$ cat config.mk
export PLATFORM = sky130hd
export DESIGN_NAME = jerk_limited_speed_ramp_unit
export DESIGN_NICKNAME = d
export VERILOG_FILES = /design/src/sv/jlsr_pkg.sv /design/src/sv/jlsr_ctrl.sv /design/src/sv/jlsr_dp.sv /design/src/sv/jerk_limited_speed_ramp_unit.sv
export SDC_FILE = /design/constraint.sdc
export NUM_CORES = 2
export LEC_CHECK = 0
export BUFFER_PORTS_ARGS = -buffer_cell sky130_fd_sc_hd__buf_2
export CORE_UTILIZATION = 46
export CTS_BUF_LIST = sky130_fd_sc_hd__clkbuf_8
export CTS_CLUSTER_SIZE = 20
export DETAILED_ROUTE_END_ITERATION = 12
export GPL_TIMING_DRIVEN = 0
export HOLD_SLACK_MARGIN = 0.15
export MAX_ROUTING_LAYER = met4
export PLACE_DENSITY = 0.64
export SLEW_MARGIN = 20
export SYNTH_ARGS = -nofsm -noshare
export SYNTH_HDL_FRONTEND = slang
export SYNTH_SLANG_ARGS = --single-unit
$ cat constraint.sdc
create_clock -name clk -period 19.7 [get_ports clk]
set_input_delay 3.94 -clock clk [delete_from_list [all_inputs] [get_ports clk]]
set_output_delay 3.94 -clock clk [all_outputs]
set_load 0.02 [all_outputs]
$ cat src/sv/jlsr_pkg.sv
package jlsr_pkg;

  localparam int LIM_W   = 24;
  localparam int TICK_W  = 16;
  localparam int SPD_W   = 24;
  localparam int ACC_W   = 25;
  localparam int ACCO_W  = 32;
  localparam int DIV_W   = 40;
  localparam int MAG_W   = 25;
  localparam int PROD_W  = DIV_W + MAG_W;
  localparam int SQ_W    = 2 * LIM_W;
  localparam int CNT_W   = 6;

  localparam int JDIV_STEPS = DIV_W;
  localparam int SDIV_STEPS = LIM_W;
  localparam int MUL_STEPS  = MAG_W;
  localparam int SQRT_STEPS = LIM_W;
  localparam int VDIV_STEPS = ACC_W;

  localparam logic [1:0] REG_ACCEL_LIMIT  = 2'd0;
  localparam logic [1:0] REG_DECEL_LIMIT  = 2'd1;
  localparam logic [1:0] REG_RISE_TICKS   = 2'd2;
  localparam logic [1:0] REG_TICK_RATE_HZ = 2'd3;

  localparam logic [LIM_W-1:0]  ACCEL_LIMIT_RST  = 24'd76800;
  localparam logic [LIM_W-1:0]  DECEL_LIMIT_RST  = 24'd76800;
  localparam logic [TICK_W-1:0] RISE_TICKS_RST   = 16'd100;
  localparam logic [TICK_W-1:0] TICK_RATE_HZ_RST = 16'd1000;

  typedef struct packed {
    logic cap;
    logic prep;
    logic div_step;
    logic sload;
    logic mul_step;
    logic sqload;
    logic sq_step;
    logic slew;
    logic vload;
    logic done;
  } jlsr_cmd_t;

endpackage

$ cat src/sv/jlsr_ctrl.sv
module jlsr_ctrl
  import jlsr_pkg::*;
(
  input  logic      clk,
  input  logic      rst,
  input  logic      s_tvalid,
  output logic      s_tready,
  input  logic      m_tready,
  output logic      m_tvalid,
  output jlsr_cmd_t cmd
);

  typedef enum logic [10:0] {
    S_IDLE   = 11'b00000000001,
    S_PREP   = 11'b00000000010,
    S_JDIV   = 11'b00000000100,
    S_SLOAD  = 11'b00000001000,
    S_MULDIV = 11'b00000010000,
    S_SQLOAD = 11'b00000100000,
    S_SQRT   = 11'b00001000000,
    S_SLEW   = 11'b00010000000,
    S_VLOAD  = 11'b00100000000,
    S_VDIV   = 11'b01000000000,
    S_DONE   = 11'b10000000000
  } state_t;

  state_t state, state_next;
  logic [CNT_W-1:0] cnt, cnt_next;
  logic out_free;

  assign s_tready = (state == S_IDLE);
  assign out_free = !m_tvalid || m_tready;

  always_comb begin
    state_next = state;
    cnt_next = cnt + 1'b1;
    cmd = '0;
    unique case (state)
      S_IDLE: begin
        cnt_next = '0;
        if (s_tvalid) begin
          cmd.cap = 1'b1;
          state_next = S_PREP;
        end
      end
      S_PREP: begin
        cmd.prep = 1'b1;
        cnt_next = '0;
        state_next = S_JDIV;
      end
      S_JDIV: begin
        cmd.div_step = 1'b1;
        if (cnt == CNT_W'(JDIV_STEPS - 1)) state_next = S_SLOAD;
      end
      S_SLOAD: begin
        cmd.sload = 1'b1;
        cnt_next = '0;
        state_next = S_MULDIV;
      end
      S_MULDIV: begin
        // The step division is one bit shorter than the multiply.
        cmd.mul_step = 1'b1;
        cmd.div_step = (cnt < CNT_W'(SDIV_STEPS));
        if (cnt == CNT_W'(MUL_STEPS - 1)) state_next = S_SQLOAD;
      end
      S_SQLOAD: begin
        cmd.sqload = 1'b1;
        cnt_next = '0;
        state_next = S_SQRT;
      end
      S_SQRT: begin
        cmd.sq_step = 1'b1;
        if (cnt == CNT_W'(SQRT_STEPS - 1)) state_next = S_SLEW;
      end
      S_SLEW: begin
        cmd.slew = 1'b1;
        state_next = S_VLOAD;
      end
      S_VLOAD: begin
        cmd.vload = 1'b1;
        cnt_next = '0;
        state_next = S_VDIV;
      end
      S_VDIV: begin
        cmd.div_step = 1'b1;
        if (cnt == CNT_W'(VDIV_STEPS - 1)) state_next = S_DONE;
      end
      S_DONE: begin
        if (out_free) begin
          cmd.done = 1'b1;
          state_next = S_IDLE;
        end
      end
      default: state_next = S_IDLE;
    endcase
  end

  always_ff @(posedge clk) begin
    if (rst) begin
      state <= S_IDLE;
      cnt <= '0;
      m_tvalid <= 1'b0;
    end else begin
      state <= state_next;
      cnt <= cnt_next;
      if (cmd.done) m_tvalid <= 1'b1;
      else if (m_tready) m_tvalid <= 1'b0;
    end
  end

endmodule

$ cat src/sv/jlsr_dp.sv
module jlsr_dp
  import jlsr_pkg::*;
(
  input  logic                     clk,
  input  logic                     rst,
  input  jlsr_cmd_t                cmd,
  input  logic                     cfg_we,
  input  logic [1:0]               cfg_index,
  input  logic [LIM_W-1:0]         cfg_data,
  input  logic signed [SPD_W-1:0]  target_speed,
  input  logic                     restart,
  output logic signed [SPD_W-1:0]  speed_out,
  output logic signed [ACCO_W-1:0] accel_out
);

  logic [LIM_W-1:0]  accel_limit, decel_limit;
  logic [TICK_W-1:0] rise_ticks, tick_rate_hz;
  logic [TICK_W-1:0] rise_eff, rate_eff;

  logic signed [SPD_W-1:0] speed_now, target;
  logic signed [ACC_W-1:0] accel_now;
  logic                    up, cap, neg;
  logic [MAG_W-1:0]        mag;
  logic [LIM_W-1:0]        a_lim, step;
  logic [SQ_W-1:0]         a_sq;

  logic [DIV_W-1:0]  dq;
  logic [TICK_W-1:0] dr, dd;
  logic [PROD_W-1:0] macc, mcand;
  logic [MAG_W-1:0]  mplr;
  logic [SQ_W-1:0]   sx;
  logic [LIM_W+1:0]  srem;
  logic [LIM_W-1:0]  sroot;

  logic signed [SPD_W-1:0] sp_in;
  logic signed [MAG_W-1:0] gap;
  logic [TICK_W:0]         rr;
  logic                    rge;
  logic [PROD_W:0]         prod2;
  logic [LIM_W+1:0]        st, strial;
  logic                    sge;
  logic [LIM_W-1:0]        w;
  logic signed [ACC_W:0]   want, a26, asum, slew_val;
  logic [ACC_W-1:0]        amag;
  logic signed [ACC_W:0]   dv;
  logic signed [SPD_W+2:0] nx;
  logic signed [SPD_W-1:0] sat;
  logic                    over;

  assign rise_eff = (rise_ticks == '0) ? TICK_W'(1) : rise_ticks;
  assign rate_eff = (tick_rate_hz == '0) ? TICK_W'(1) : tick_rate_hz;

  always_comb begin
    sp_in = restart ? '0 : speed_now;
    gap = MAG_W'(target_speed) - MAG_W'(sp_in);
    rr = {dr, dq[DIV_W-1]};
    rge = (rr >= {1'b0, dd});
    prod2 = {macc, 1'b0};
    st = {srem[LIM_W-1:0], sx[SQ_W-1 -: 2]};
    strial = {sroot, 2'b01};
    sge = (st >= strial);
    w = cap ? a_lim : sroot;
    want = up ? (ACC_W+1)'({2'b00, w}) : -(ACC_W+1)'({2'b00, w});
    a26 = (ACC_W+1)'(accel_now);
    slew_val = a26;
    asum = a26;
    if (a26 < want) begin
      asum = a26 + (ACC_W+1)'({2'b00, step});
      slew_val = (asum > want) ? want : asum;
    end else if (a26 > want) begin
      asum = a26 - (ACC_W+1)'({2'b00, step});
      slew_val = (asum < want) ? want : asum;
    end
    amag = accel_now[ACC_W-1] ? ACC_W'(-accel_now) : ACC_W'(accel_now);
    dv = neg ? -(ACC_W+1)'({1'b0, dq[ACC_W-1:0]}) : (ACC_W+1)'({1'b0, dq[ACC_W-1:0]});
    nx = (SPD_W+3)'(speed_now) + (SPD_W+3)'(dv);
    if (nx > (SPD_W+3)'(signed'({1'b0, {(SPD_W-1){1'b1}}}))) sat = {1'b0, {(SPD_W-1){1'b1}}};
    else if (nx < (SPD_W+3)'(signed'({1'b1, {(SPD_W-1){1'b0}}})))
      sat = {1'b1, {(SPD_W-1){1'b0}}};
    else sat = nx[SPD_W-1:0];
    over = up ? (sat > target) : (sat < target);
  end

  always_ff @(posedge clk) begin
    if (rst) begin
      accel_limit <= ACCEL_LIMIT_RST;
      decel_limit <= DECEL_LIMIT_RST;
      rise_ticks <= RISE_TICKS_RST;
      tick_rate_hz <= TICK_RATE_HZ_RST;
      speed_now <= '0;
      accel_now <= '0;
    end else begin
      if (cfg_we) begin
        unique case (cfg_index)
          REG_ACCEL_LIMIT:  accel_limit <= cfg_data;
          REG_DECEL_LIMIT:  decel_limit <= cfg_data;
          REG_RISE_TICKS:   rise_ticks <= cfg_data[TICK_W-1:0];
          REG_TICK_RATE_HZ: tick_rate_hz <= cfg_data[TICK_W-1:0];
          default: ;
        endcase
      end
      if (cmd.cap && restart) begin
        speed_now <= '0;
        accel_now <= '0;
      end
      if (cmd.slew) accel_now <= slew_val[ACC_W-1:0];
      if (cmd.done) begin
        speed_now <= over ? target : sat;
        if (over) accel_now <= '0;
      end
    end
  end

  always_ff @(posedge clk) begin
    if (cmd.cap) begin
      target <= target_speed;
      up <= !gap[MAG_W-1];
      mag <= gap[MAG_W-1] ? MAG_W'(-gap) : MAG_W'(gap);
      a_lim <= gap[MAG_W-1] ? decel_limit : accel_limit;
    end
    if (cmd.prep) begin
      a_sq <= SQ_W'(a_lim) * SQ_W'(a_lim);
      dq <= DIV_W'(a_lim) * DIV_W'(rate_eff);
      dd <= rise_eff;
      dr <= '0;
    end
    if (cmd.div_step) begin
      dr <= rge ? TICK_W'(rr - {1'b0, dd}) : rr[TICK_W-1:0];
      dq <= {dq[DIV_W-2:0], rge};
    end
    if (cmd.sload) begin
      mcand <= PROD_W'(dq);
      mplr <= mag;
      macc <= '0;
      dq <= {a_lim, {(DIV_W-LIM_W){1'b0}}};
      dd <= rise_eff;
      dr <= '0;
    end
    if (cmd.mul_step) begin
      if (mplr[0]) macc <= macc + mcand;
      mcand <= {mcand[PROD_W-2:0], 1'b0};
      mplr <= {1'b0, mplr[MAG_W-1:1]};
    end
    if (cmd.sqload) begin
      step <= dq[LIM_W-1:0];
      cap <= (prod2 >= (PROD_W+1)'(a_sq));
      sx <= prod2[SQ_W-1:0];
      srem <= '0;
      sroot <= '0;
    end
    if (cmd.sq_step) begin
      srem <= sge ? (st - strial) : st;
      sroot <= {sroot[LIM_W-2:0], sge};
      sx <= {sx[SQ_W-3:0], 2'b00};
    end
    if (cmd.vload) begin
      neg <= accel_now[ACC_W-1];
      dq <= {amag + ACC_W'(rate_eff[TICK_W-1:1]), {(DIV_W-ACC_W){1'b0}}};
      dd <= rate_eff;
      dr <= '0;
    end
    if (cmd.done) begin
      speed_out <= over ? target : sat;
      accel_out <= over ? '0 : ACCO_W'(accel_now);
    end
  end

endmodule

$ cat src/sv/jerk_limited_speed_ramp_unit.sv
// Jerk-limited speed ramp. Each input transfer is one control tick carrying a
// target speed and a restart flag; the block answers with one output transfer
// holding the new speed and the applied acceleration. Each item runs through
// one serial restoring divider, and the block takes no new tick until its result is in the output register;
// the divider runs three divisions of
// 40, 24 and 25 bits one bit per cycle, a shift-add multiplier and a
// one-bit-per-cycle square root. A finished result waits in the output
// register while the next tick is accepted. Configuration writes take effect
// at once and must be made while no tick is in flight.
module jerk_limited_speed_ramp_unit
  import jlsr_pkg::*;
(
  input  logic             clk,
  input  logic             rst,
  input  logic             cfg_we,
  input  logic [1:0]       cfg_index,
  input  logic [LIM_W-1:0] cfg_data,
  input  logic             s_tvalid,
  output logic             s_tready,
  input  logic [23:0]      s_tdata,   // target_speed[23:0]
  input  logic             s_tuser,   // restart
  output logic             m_tvalid,
  input  logic             m_tready,
  output logic [55:0]      m_tdata    // speed_out[23:0], accel_out[55:24]
);

  jlsr_cmd_t cmd;
  logic signed [SPD_W-1:0]  speed_out;
  logic signed [ACCO_W-1:0] accel_out;

  jlsr_ctrl u_ctrl (
    .clk      (clk),
    .rst      (rst),
    .s_tvalid (s_tvalid),
    .s_tready (s_tready),
    .m_tready (m_tready),
    .m_tvalid (m_tvalid),
    .cmd      (cmd)
  );

  jlsr_dp u_dp (
    .clk          (clk),
    .rst          (rst),
    .cmd          (cmd),
    .cfg_we       (cfg_we),
    .cfg_index    (cfg_index),
    .cfg_data     (cfg_data),
    .target_speed (signed'(s_tdata)),
    .restart      (s_tuser),
    .speed_out    (speed_out),
    .accel_out    (accel_out)
  );

  assign m_tdata = {accel_out, speed_out};

endmodule

==> qor.yml <==
antenna_found_initial: 20
outcome: "finished clean"
r2r_cells: 24
final_layout_size_suffix_gt1_frac: 0.0497
post_cts_buffers: 0
synth-simple-area-share: 0.150
track_usage: 0.312
maxCapViolCount: 0
drtPass1Iterations: 6
grt_max_degree: 54
synth_nets: 9301
regArea_um2: 17500
fin_tns_setup_ns: 0
rr_endpoint: "u_dp.a_sq[45]"
place_ws_ns: 9.50
clk_pin_slew_worst_paths_ns: 0.07
drtAntennaViolNets: 0
arrival_ns: 10.80
finalCritPeriodShare: 0.521
cts_tree: "built"
fmax_ghz: 0.0975
postCtsHoldBufs: 0
rows: 144
grt_first_pass_wirelength_mm: 359
cts_root_buffer: "clkbuf_8"
synth_top_family_by_area: "adder cells"
synth_compound_area_frac: 0.137
path_class: "reg -> reg"
start_util: 0.463
fill_cells: 14600
layout_common_cells: "inv_1, nand2_1, fa_1"
multiInputGateArea_um2: 47900
finalCriticalPeriod_ns: 10.26
nets: 9542
cts_buffer_depth: 3
syn_to_final_growth_pct: 8.35
utilization: 0.502
synth_adder_area_share: 0.323
drc: 0
cp-end-kind: "flop"
setup_slack_ns: 9.44
reg2reg_from: "u_dp.a_lim[17]"
avgRoutedWirePerCell_um: 23.2
critPathLaunch: "u_dp.a_lim[17]"
crit_path_end: "u_dp.a_sq[45]"
use_met1: 0.410
worstMarginPinSlew_ns: 1.31
synth.distinct_cells: 85
yosys_warnings: 0
synthCells: 7847
place_inst: 10000
drt_iter0_markers: 5235
synth_edf_count: 419
setup_viol: 0
grt_setup_unrepaired: "false"
layout_commonest_cell: "inv_1"
netlist_area_um2: 71200
fp.coreArea_um2: 154000
drv_slew: 0
vias: 58700
htree_levels: 3
synth_ff_type: "edfxtp_1"
grt_overflow: 0
gr-max-usage-layer: "met2"
cts_sinks: 665
ioPinCount: 114
critical_path_required_ns: 20.24
synth_xor_area_frac: 0.0456
cts_buffers: 119
synth-async-reset-ratio: 0
dieArea_um2: 156000
dp_hpwl_mm: 190
met2_usage: 0.456
slew_headroom: 0.128
clk_latency_ns: 0.89
drt_wl_total_mm: 238
die_x_um: 395
fin_skew_ns: 0.105
layout.cells.non_filler: 10300
syn_area_per_cell_um2: 9.08
place_congestion: 0.984
vias_per_cell: 5.72
grt_pass1_vias: 58400
synthMuxAreaShare: 0.0174
ys_ff_latch: 665
startpoint_type: "flop"
post_cts_resized: 0
hold_class: "reg -> reg"
crit_fanout: 11
die_y_um: 395
ys_seq_area_frac: 0.246
hold_viol_final: 0
reg2reg_slack_ns: 9.44
portBuffers: 110
use_met3: 0.0591
## synthesized netlist by cell type, types with 11 or more instances
master,count,share of area
and3_1,21,0.0018
a22oi_1,40,0.0042
or3_1,33,0.0029
a21o_1,209,0.022
inv_1,1132,0.060
or2_2,22,0.0019
nor3b_1,16,0.0017
nand2b_1,83,0.0073
buf_1,23,0.0012
o31ai_1,35,0.0037
nand3b_1,31,0.0033
o221ai_1,11,0.0014
dfxtp_1,246,0.069
nor3_1,76,0.0053
nor2b_1,56,0.0049
a31oi_1,48,0.0042
xnor2_1,247,0.030
o21bai_1,44,0.0046
nor4_1,24,0.0021
mux2i_1,81,0.011
ha_1,663,0.12
nand2_1,1011,0.053
mux2_2,38,0.0060
o211ai_1,55,0.0058
or4_1,12,0.0013
edfxtp_1,419,0.18
a22o_1,95,0.012
a221oi_1,34,0.0042
and2_1,345,0.030
a211oi_1,28,0.0030
fa_1,735,0.21
clkbuf_1,366,0.019
nand3_1,84,0.0059
nand4_1,72,0.0063
xor2_1,124,0.015
o21a_1,45,0.0047
o22ai_1,14,0.0012
a21oi_1,428,0.030
nor2_1,336,0.018
o21ai_0,305,0.021
## registers in the layout (all words and copies together) (netlist names), 25 cells and up
signal and count:
u_dp.a_sq 47, u_dp.macc 65, u_dp.sx 47, u_dp.accel_now 25
u_dp.accel_out 25, u_dp.mcand 65, u_dp.mplr 25, u_dp.dq 40
u_dp.mag 25
## metal layers
metal,part of all wire,up-vias
met4,0.060,0
met3,0.087,535
met2,0.43,2478
li1,-,26600
met5,0,-
met1,0.42,29000
## per-stage QoR
stage	hold WS, ns	cell area [µm²]
2_1_floorplan	0.406	71200
3_3_place_gp	0.414	74300
3_5_place_dp	0.417	74600
4_1_cts	0.421	77100
5_1_grt	0.440	77200
6_report	0.423	77200
## worst min path at each step
stage               depth (start not counted)        start             to  slack [ns]
floorplan                                   0  u_dp.dq[10]  u_dp.step[10]        0.41
global placement                            0   u_dp.dq[7]   u_dp.step[7]        0.41
detailed placement                          0   u_dp.dq[6]   u_dp.step[6]        0.42
CTS                                         0   u_dp.dq[6]   u_dp.step[6]        0.42
global route                                0   u_dp.dq[6]   u_dp.step[6]        0.44
finish                                      0   u_dp.dq[6]   u_dp.step[6]        0.42
## critical path, cell delays in order, from the launching register on
cell and delay (ns):
edfxtp_1 1.04, clkbuf_1 0.79, clkbuf_1 0.73, nand2_1 0.33
fa_1 0.59, inv_1 0.05, fa_1 0.49, fa_1 0.49
inv_1 0.05, fa_1 0.54, fa_1 0.45, fa_1 0.55
inv_1 0.05, fa_1 0.47, ha_1 0.39, nand2_1 0.14
nor2_1 0.26, o211ai_1 0.29, a2111oi_0 0.96, o31ai_1 0.23
a211oi_1 0.50, o21ai_0 0.14, nand2b_1 0.13, a31oi_1 0.11
xnor2_1 0.16
## area by class of cell
| cell class | instances | area share |
|---|---|---|
| Sequential cell | 665 | 0.227 |
| Clock inverter | 88 | 0.00814 |
| Antenna cell | 20 | 0.000649 |
| Timing Repair Buffer | 120 | 0.00989 |
| Inverter | 1135 | 0.0552 |
| Multi-Input combinational cell | 5644 | 0.621 |
| Tap cell | 2044 | 0.0331 |
| Clock buffer | 139 | 0.0248 |
| Buffer | 403 | 0.0202 |
## kinds of logic after synthesis
logic type	after synthesis
muxes	119
AOI/OAI and AO/OA	1504
adders and majority gates	1398
buffers and inverters	1538
and+or+nand+nor	2252
DFF	665
xor gates and xnor gates	371
Power is left out: the tool's default activity adds up to more than one toggle a clock period on the data nets, which glitch-free logic cannot reach.
